$ cat src/hdl/immr_pkg.sv
// Shared types, constants and helpers for the interrupt mask and mode register block.
package immr_pkg;

    // Field widths of one request and one result.
    localparam int unsigned ActionW   = 2;
    localparam int unsigned OffsetW   = 4;
    localparam int unsigned DataW     = 32;
    localparam int unsigned SrcW      = 6;
    localparam int unsigned ModeW     = 10;
    localparam int unsigned ModeLowW  = 7;

    // Stream payload widths, padded to whole bytes.
    localparam int unsigned InPackW   = OffsetW + DataW + SrcW;
    localparam int unsigned InTdataW  = ((InPackW + 7) / 8) * 8;
    localparam int unsigned OutPackW  = DataW + 1;
    localparam int unsigned OutTdataW = ((OutPackW + 7) / 8) * 8;

    // Register offsets within the four-bit window.
    localparam logic [OffsetW-1:0] OFF_MODE    = 4'd0;
    localparam logic [OffsetW-1:0] OFF_VERSION = 4'd4;
    localparam logic [OffsetW-1:0] OFF_PENDING = 4'd8;
    localparam logic [OffsetW-1:0] OFF_MASK    = 4'd12;

    // Fixed version word returned at the version offset.
    localparam logic [DataW-1:0] VERSION_WORD = 32'h0202_0102;

    // Source bit position of the DP interrupt.
    localparam int unsigned DP_BIT = 5;

    // Mode write control bit positions: set and clear pairs, and the DP clear bit.
    localparam int unsigned MODE9_SET = 13;
    localparam int unsigned MODE9_CLR = 12;
    localparam int unsigned DP_CLR    = 11;
    localparam int unsigned MODE8_SET = 10;
    localparam int unsigned MODE8_CLR = 9;
    localparam int unsigned MODE7_SET = 8;
    localparam int unsigned MODE7_CLR = 7;

    // Kind of request carried on tuser.
    typedef enum logic [ActionW-1:0] {
        ACT_READ  = 2'd0,
        ACT_WRITE = 2'd1,
        ACT_RAISE = 2'd2,
        ACT_CLEAR = 2'd3
    } action_t;

    // One captured request.
    typedef struct packed {
        action_t              action;
        logic [OffsetW-1:0]   offset;
        logic [DataW-1:0]     write_data;
        logic [SrcW-1:0]      source_bits;
    } req_t;

    // Set/clear pair update of one bit: both set keeps the current value.
    function automatic logic pair_update(input logic cur, input logic set_b,
                                         input logic clr_b);
        logic res;
        res = cur;
        if (set_b && !clr_b)
        begin
            res = 1'b1;
        end
        else if (clr_b && !set_b)
        begin
            res = 1'b0;
        end
        return res;
    endfunction

endpackage

$ cat src/hdl/interrupt_mask_mode_registers.sv
// Interrupt controller with mode, pending and mask registers behind a stream port.
//
// Channel   Dir  tdata (low bit up)                            tuser
// s_axis    in   offset[3:0], write_data[35:4], source[41:36]  action[1:0]
// m_axis    out  read_data[31:0], irq_line[32]                 -
//
// Each request passes through the input register and then the result register;
// one request is accepted per cycle while m_axis does not stall.
// The register update is done in a single pass as a request leaves the input
// register, so requests act on the state strictly in order.
// Reset clears the mode, pending and mask registers and empties both stages.
// A stall on m_axis holds the result register and then the input register.
module interrupt_mask_mode_registers (
    input  logic                             clk,
    input  logic                             rst_n,
    input  logic                             s_axis_tvalid,
    output logic                             s_axis_tready,
    // offset, write_data, source_bits, zero padding
    input  logic [immr_pkg::InTdataW-1:0]    s_axis_tdata,
    // action
    input  logic [immr_pkg::ActionW-1:0]     s_axis_tuser,
    output logic                             m_axis_tvalid,
    input  logic                             m_axis_tready,
    // read_data, irq_line, zero padding
    output logic [immr_pkg::OutTdataW-1:0]   m_axis_tdata
);

    // Input stage.
    immr_pkg::req_t                    req_reg;
    logic                              in_valid_reg;

    // Result stage.
    logic                              out_valid_reg;
    logic [immr_pkg::DataW-1:0]        rd_reg;
    logic                              irq_reg;

    // Architectural state.
    logic [immr_pkg::ModeW-1:0]        mode_reg;
    logic [immr_pkg::SrcW-1:0]         pending_reg;
    logic [immr_pkg::SrcW-1:0]         mask_reg;

    logic [immr_pkg::ModeW-1:0]        mode_next;
    logic [immr_pkg::SrcW-1:0]         pending_next;
    logic [immr_pkg::SrcW-1:0]         mask_next;
    logic [immr_pkg::DataW-1:0]        rd_next;

    logic                              out_load;
    logic                              advance;

    // Stage flow: the result register loads when empty or being drained.
    assign out_load      = !out_valid_reg || m_axis_tready;
    assign advance       = in_valid_reg && out_load;
    assign s_axis_tready = !in_valid_reg || out_load;

    // Capture the incoming request.
    always_ff @(posedge clk or negedge rst_n)
    begin
        if (!rst_n)
        begin
            in_valid_reg <= 1'b0;
        end
        else if (s_axis_tready)
        begin
            in_valid_reg <= s_axis_tvalid;
        end
    end

    always_ff @(posedge clk)
    begin
        if (s_axis_tready && s_axis_tvalid)
        begin
            req_reg.action      <= immr_pkg::action_t'(s_axis_tuser);
            req_reg.offset      <= s_axis_tdata[immr_pkg::OffsetW-1:0];
            req_reg.write_data  <= s_axis_tdata[immr_pkg::OffsetW +: immr_pkg::DataW];
            req_reg.source_bits <=
                s_axis_tdata[immr_pkg::OffsetW + immr_pkg::DataW +: immr_pkg::SrcW];
        end
    end

    // Register update and read data for the request in the input register.
    always_comb
    begin
        mode_next    = mode_reg;
        pending_next = pending_reg;
        mask_next    = mask_reg;
        rd_next      = '0;
        unique case (req_reg.action)
            immr_pkg::ACT_READ:
            begin
                case (req_reg.offset)
                    immr_pkg::OFF_MODE:
                        rd_next = {{(immr_pkg::DataW - immr_pkg::ModeW){1'b0}}, mode_reg};
                    immr_pkg::OFF_VERSION:
                        rd_next = immr_pkg::VERSION_WORD;
                    immr_pkg::OFF_PENDING:
                        rd_next = {{(immr_pkg::DataW - immr_pkg::SrcW){1'b0}}, pending_reg};
                    immr_pkg::OFF_MASK:
                        rd_next = {{(immr_pkg::DataW - immr_pkg::SrcW){1'b0}}, mask_reg};
                    default:
                        rd_next = '0;
                endcase
            end
            immr_pkg::ACT_WRITE:
            begin
                case (req_reg.offset)
                    immr_pkg::OFF_MODE:
                    begin
                        mode_next[9] = immr_pkg::pair_update(mode_reg[9],
                            req_reg.write_data[immr_pkg::MODE9_SET],
                            req_reg.write_data[immr_pkg::MODE9_CLR]);
                        mode_next[8] = immr_pkg::pair_update(mode_reg[8],
                            req_reg.write_data[immr_pkg::MODE8_SET],
                            req_reg.write_data[immr_pkg::MODE8_CLR]);
                        mode_next[7] = immr_pkg::pair_update(mode_reg[7],
                            req_reg.write_data[immr_pkg::MODE7_SET],
                            req_reg.write_data[immr_pkg::MODE7_CLR]);
                        mode_next[immr_pkg::ModeLowW-1:0] =
                            req_reg.write_data[immr_pkg::ModeLowW-1:0];
                        if (req_reg.write_data[immr_pkg::DP_CLR])
                        begin
                            pending_next[immr_pkg::DP_BIT] = 1'b0;
                        end
                    end
                    immr_pkg::OFF_MASK:
                    begin
                        // Each mask bit has a clear bit below its set bit.
                        for (int k = 0; k < immr_pkg::SrcW; k++)
                        begin
                            mask_next[k] = immr_pkg::pair_update(mask_reg[k],
                                req_reg.write_data[2*k+1], req_reg.write_data[2*k]);
                        end
                    end
                    default:
                        mode_next = mode_reg;
                endcase
            end
            immr_pkg::ACT_RAISE:
                pending_next = pending_reg | req_reg.source_bits;
            immr_pkg::ACT_CLEAR:
                pending_next = pending_reg & ~req_reg.source_bits;
            default:
                rd_next = '0;
        endcase
    end

    // State registers advance with each request that leaves the input register.
    always_ff @(posedge clk or negedge rst_n)
    begin
        if (!rst_n)
        begin
            mode_reg    <= '0;
            pending_reg <= '0;
            mask_reg    <= '0;
        end
        else if (advance)
        begin
            mode_reg    <= mode_next;
            pending_reg <= pending_next;
            mask_reg    <= mask_next;
        end
    end

    // Result register.
    always_ff @(posedge clk or negedge rst_n)
    begin
        if (!rst_n)
        begin
            out_valid_reg <= 1'b0;
        end
        else if (out_load)
        begin
            out_valid_reg <= in_valid_reg;
        end
    end

    always_ff @(posedge clk)
    begin
        if (advance)
        begin
            rd_reg  <= rd_next;
            irq_reg <= |(pending_next & mask_next);
        end
    end

    assign m_axis_tvalid = out_valid_reg;
    assign m_axis_tdata  = {{(immr_pkg::OutTdataW - immr_pkg::OutPackW){1'b0}}, irq_reg, rd_reg};

endmodule
$ cat config.mk
export PLATFORM = sky130hd
export DESIGN_NAME = interrupt_mask_mode_registers
export DESIGN_NICKNAME = d
export VERILOG_FILES = /design/src/hdl/immr_pkg.sv /design/src/hdl/interrupt_mask_mode_registers.sv
export SDC_FILE = /design/constraint.sdc
export NUM_CORES = 1
export LEC_CHECK = 0
export ABC_AREA = 1
export BUFFER_PORTS_ARGS = -buffer_cell sky130_fd_sc_hd__buf_2
export CAP_MARGIN = 15
export CORE_ASPECT_RATIO = 1.2
export CORE_MARGIN = 2
export CORE_UTILIZATION = 40
export DETAILED_ROUTE_END_ITERATION = 12
export MAX_ROUTING_LAYER = met4
export PLACE_DENSITY = 0.65
export SETUP_SLACK_MARGIN = 0.2
export SYNTH_ARGS = -nofsm -noshare
export SYNTH_HDL_FRONTEND = slang
export SYNTH_SLANG_ARGS = --single-unit
$ cat constraint.sdc
create_clock -name clk -period 2.3 [get_ports clk]
set_clock_uncertainty 0.1 [all_clocks]
set_input_delay 0.23 -clock clk [delete_from_list [all_inputs] [get_ports clk]]
set_output_delay 0.23 -clock clk [all_outputs]
set_load 0.1 [all_outputs]
# After elaboration in Yosys (flattened, before gate mapping)
# Index checks and enable logic that the tools add are counted.
# op_classes
mux	25
order_cmp	0
div_mod_pow	0
addsub	0
bitwise_logic	4
n_reduce_logical	48
shift	0
n_mul	0
eq_ne	6
# ops
operator	count
$pmux W26 S4	1
$logic_and A1 B1 Y1	20
$mux W1	20
$logic_not A1 Y1	16
$and A6 B6 Y6	2
$mux W6	2
$reduce_and A4 Y1	3
$pmux W5 S2	1
$eq A4 B4 Y1 const B	2
$not A6 Y6	1
$or A6 B6 Y6	1
$reduce_bool A2 Y1	3
$reduce_or A6 Y1	1
$eq A2 B2 Y1 const B	2
$eq A4 B3 Y1 const B	1
$logic_not A4 Y1	1
$pmux W1 S3	1
$reduce_and A3 Y1	1
$eq A2 B1 Y1 const B	1
$logic_not A2 Y1	1
$logic_or A1 B1 Y1	2
# word_totals
latch_bits	0
mem_bits_ro	0
mem_count	0
mem_bits_rw	0
register_bits	83

# Longest topological paths before layout
# depth
ltp_word	8
depth_mapped	10
mapped_depth_nobuf	10

# Worst setup path after synthesis
# Ideal clock, no wire load.
# synth_timing
kind	reg-to-reg
from	register out_valid_reg, in the netlist m_axis_tvalid
to	register req_reg[0] (netlist name) (enable)
path_buffers	0
slack_ps	-771
arrival_ps	2602
path_stages_with_launch	4
synth_period_minus_slack_ps	3071
required_ps	1831
cell_sequence	dfrtp_1 -> nand3_1 -> nand2_1 -> inv_1
# synth_via
elab_chain_cells	4
# synth_lines
element	line_no	source
from (decl)	interrupt_mask_mode_registers.sv:33	logic out_valid_reg;
from (signal assigned)	interrupt_mask_mode_registers.sv:172	out_valid_reg <= in_valid_reg;
$logic_not A1 Y1	interrupt_mask_mode_registers.sv:51	assign out_load = !out_valid_reg || m_axis_tready;
$logic_or A1 B1 Y1	interrupt_mask_mode_registers.sv:51	
$logic_or A1 B1 Y1	interrupt_mask_mode_registers.sv:53	assign s_axis_tready = !in_valid_reg || out_load;
named net s_axis_tready	interrupt_mask_mode_registers.sv:17	output logic s_axis_tready,
$logic_and A1 B1 Y1	interrupt_mask_mode_registers.sv:70	if (s_axis_tready && s_axis_tvalid)
to (decl)	interrupt_mask_mode_registers.sv:29	immr_pkg::req_t req_reg;
# The timed path passes the listed nets, and every way through them passes these cells.
# A chain may end at the register's enable or synchronous reset.

# Worst setup path in the final report
# layout_timing
from	register req_reg[41] (netlist name)
to	register mode_reg[9] (netlist name)
# layout_via
elab_chain_cells	2
# layout_lines
element	line_no	source
$logic_not A4 Y1	interrupt_mask_mode_registers.sv:105	case (req_reg.offset)
$reduce_and A4 Y1 (no source line)	n/a	
to (signal assigned)	interrupt_mask_mode_registers.sv:157	mode_reg <= mode_next;
to (decl)	interrupt_mask_mode_registers.sv:38	logic [immr_pkg::ModeW-1:0] mode_reg;
# Every way passes these cells.

==> results.yml <==
outcome:
  status: "completed"
global_route:
  grt_pass1_wl_mm: 9.25
  overflow: 0
  antenna_found_initial: 0
  grt_max_degree: 27
  grt_util_all_layers: 0.157
  grt_pass1_vias: 2101
route:
  ant_nets: 0
  drt_iter0_drc: 86
  viasPerCell: 4.49
  drt-total-wl_mm: 5.43
  drc: 0
  first_pass_iters: 4
  vias: 2132
  route.detailed.wl_per_inst_um: 11.4
die:
  dieArea_sq_um: 8080
  coreArea_sq_um: 7190
  fp.dieH_um: 98.1
  die_x_um: 82.4
  rows: 34
  io_pins: 96
  initial_core_util: 0.411
critical_path:
  r2r-start: "req_reg[41]"
  crit_path_cell_trace: "nor2_1 > nand2_1 > nor3_4 > inv_2 > o21ai_0 > nand2_1"
  required_ns: 2.42
  arrival_ns: 2.04
  worst-path-max-fanout: 16
  slowest_delay_ns: 0.47
  critPathKind: "reg2reg"
  r2r_setup_slack_ns: 0.38
  critical_path.most_common_cell: "nand2_1"
  cp-start-kind: "flip-flop"
  cp-end-kind: "flip-flop"
  r2r_end: "mode_reg[9]"
  r2r_cells: 6
  critPathSlowestCell: "edfxtp_1"
sta:
  fin_crit_sh: 0.833
  fin_crit_ns: 1.92
  fmax_ghz: 0.522
  slew_headroom: 0.635
  tightest_slew_ns: 0.547
  rsz0062_at_grt: "no"
  setup_tns_ns: 0
  hold_viol_final: 0
  setup_violations: 0
  finalMaxSlewViolations: 0
layout:
  synthToLayoutAreaGrowth_pct: 24.2
  nets: 437
  mostFrequentLayoutCells: "83 x nand2_1, 44 x buf_2, 38 x edfxtp_1"
  largest_register_ffs: 26
  final_common_cell: "nand2_1"
  num_antenna_cells: 0
  drive_gt1_frac: 0.223
logic_synthesis:
  netlist_instances: 300
  syn_avg_cell_area_sq_um: 9.84
  ys.warnings.count: 0
  synth_edf_count: 38
  synthFlopType: "edfxtp_1"
  syn-cell-area_sq_um: 2950
  ys_ff_latch: 62
  synth_seq_area_share: 0.590
  synth-async-reset-ratio: 0.387
  synth_cell_types: 33
pwr:
  p_total_w: 0.00334
  power.density_nw_per_um2: 911
  power.leakage_nw: 1.74
  peakVddDrop_mv: 0.407
clocking:
  insertion_delay_ns: 0.34
  cts_buffers: 9
  cts_buffer_depth: 2
  clkTransAtPathRegs_ns: 0.07
  cts_tree: "yes"
  cts_num_sinks: 62
  htreeDepth: 3
  ctsRootBufferMaster: "clkbuf_8"
  ctsResizeCount: 0
place:
  routabilityCongestion: 0.829
  portBuffers: 44
  post-dp-hpwl_mm: 3.95
min_path:
  hold_end: "in_valid_reg"
  min_from: "s_axis_tvalid"
  hp-class: "in2reg"
  min_delay_path_depth: 3
job:
  cap_viol_max_count: 0
[stage by stage]
| stage | hold WS (ns) | util | cell area [sq um] | instances | worst slack [ns] |
|---|---|---|---|---|---|
| 2_1_floorplan | -0.166 | - | 3070 | 326 | 0.246 |
| 3_3_place_gp | 0.151 | 0.443 | 3180 | 430 | 0.418 |
| 3_5_place_dp | 0.154 | 0.443 | 3180 | 430 | 0.400 |
| 4_1_cts | 0.0301 | 0.508 | 3650 | 473 | 0.387 |
| 5_1_grt | 0.0569 | 0.510 | 3670 | 475 | 0.234 |
| 6_report | 0.0431 | 0.510 | 3670 | 475 | 0.383 |
[repair_timing]
action,in CTS,in global routing
endpoints found under the setup margin,0,1
hold endpoints to repair,50,0
buffers inserted,0,2
hold buffers,27,0
[power by group]
group          switching [W]  total (W)  internal [W]
Clock               0.000439   0.000940      0.000500
Sequential          0.000114    0.00149       0.00137
Combinational       0.000716   0.000915      0.000199
Total                0.00127    0.00334       0.00207
[per-layer routing]
| metal | vias to the layer above | GRT usage | part of all wire | wire length, um |
|---|---|---|---|---|
| met5 | - | - | 0 | 0 |
| met1 | 965 | 0.174 | 0.40 | 2190 |
| met2 | 79 | 0.262 | 0.51 | 2770 |
| met4 | 0 | 0.0692 | 0.022 | 117 |
| li1 | 1078 | - | - | - |
| met3 | 10 | 0.0360 | 0.064 | 350 |
[cells in the mapped netlist (all sizes together), types with 3 or more instances]
cell type	count	area share
nand3	10	0.017
nor3	3	0.011
a31oi	3	0.0064
a21oi	4	0.0068
nand2	87	0.11
dfrtp	24	0.20
inv	38	0.049
nor2	21	0.036
buf	31	0.079
ha	3	0.013
o21ai	24	0.046
edfxtp	38	0.39
[logic make-up after synthesis]
| family | Yosys count | synth area share |
|---|---|---|
| AO/OA/AOI/OAI | 35 | 0.0699 |
| AND/OR/NAND/NOR | 126 | 0.188 |
| multiplexers | 2 | 0.00678 |
| flip-flops | 62 | 0.590 |
| buffers and inverters | 71 | 0.131 |
| other | 1 | 0.00127 |
| adder cells (fa/ha/maj) | 3 | 0.0127 |
[worst max path at each step]
stage                        endpoint           from  slack (ns)
after floorplan            req_reg[0]  m_axis_tvalid        0.25
after global routing          irq_reg    req_reg[41]        0.23
after CTS                     irq_reg    req_reg[41]        0.39
final                     mode_reg[9]    req_reg[41]        0.38
after detailed placement      irq_reg    req_reg[41]        0.40
after global placement        irq_reg    req_reg[43]        0.42
[final cells by class]
| cell class | instances | area, sq um |
|---|---|---|
| timing repair buffer | 76 | 528 |
| clock inverter | 7 | 75.1 |
| clock buffer | 9 | 124 |
| tap | 90 | 113 |
| multi-input combinational | 193 | 933 |
| fill | 651 | 3520 |
| sequential | 62 | 1750 |
| inverter | 38 | 149 |
[critical path: cells and delay by family, from the launching register on]
family | cells | cell delay [ns]
compound gates | 1 | 0.21
buf+inv | 1 | 0.21
flops | 1 | 0.47
simple gates | 4 | 0.81
No activity file was read; power rests on OpenSTA's default activity.
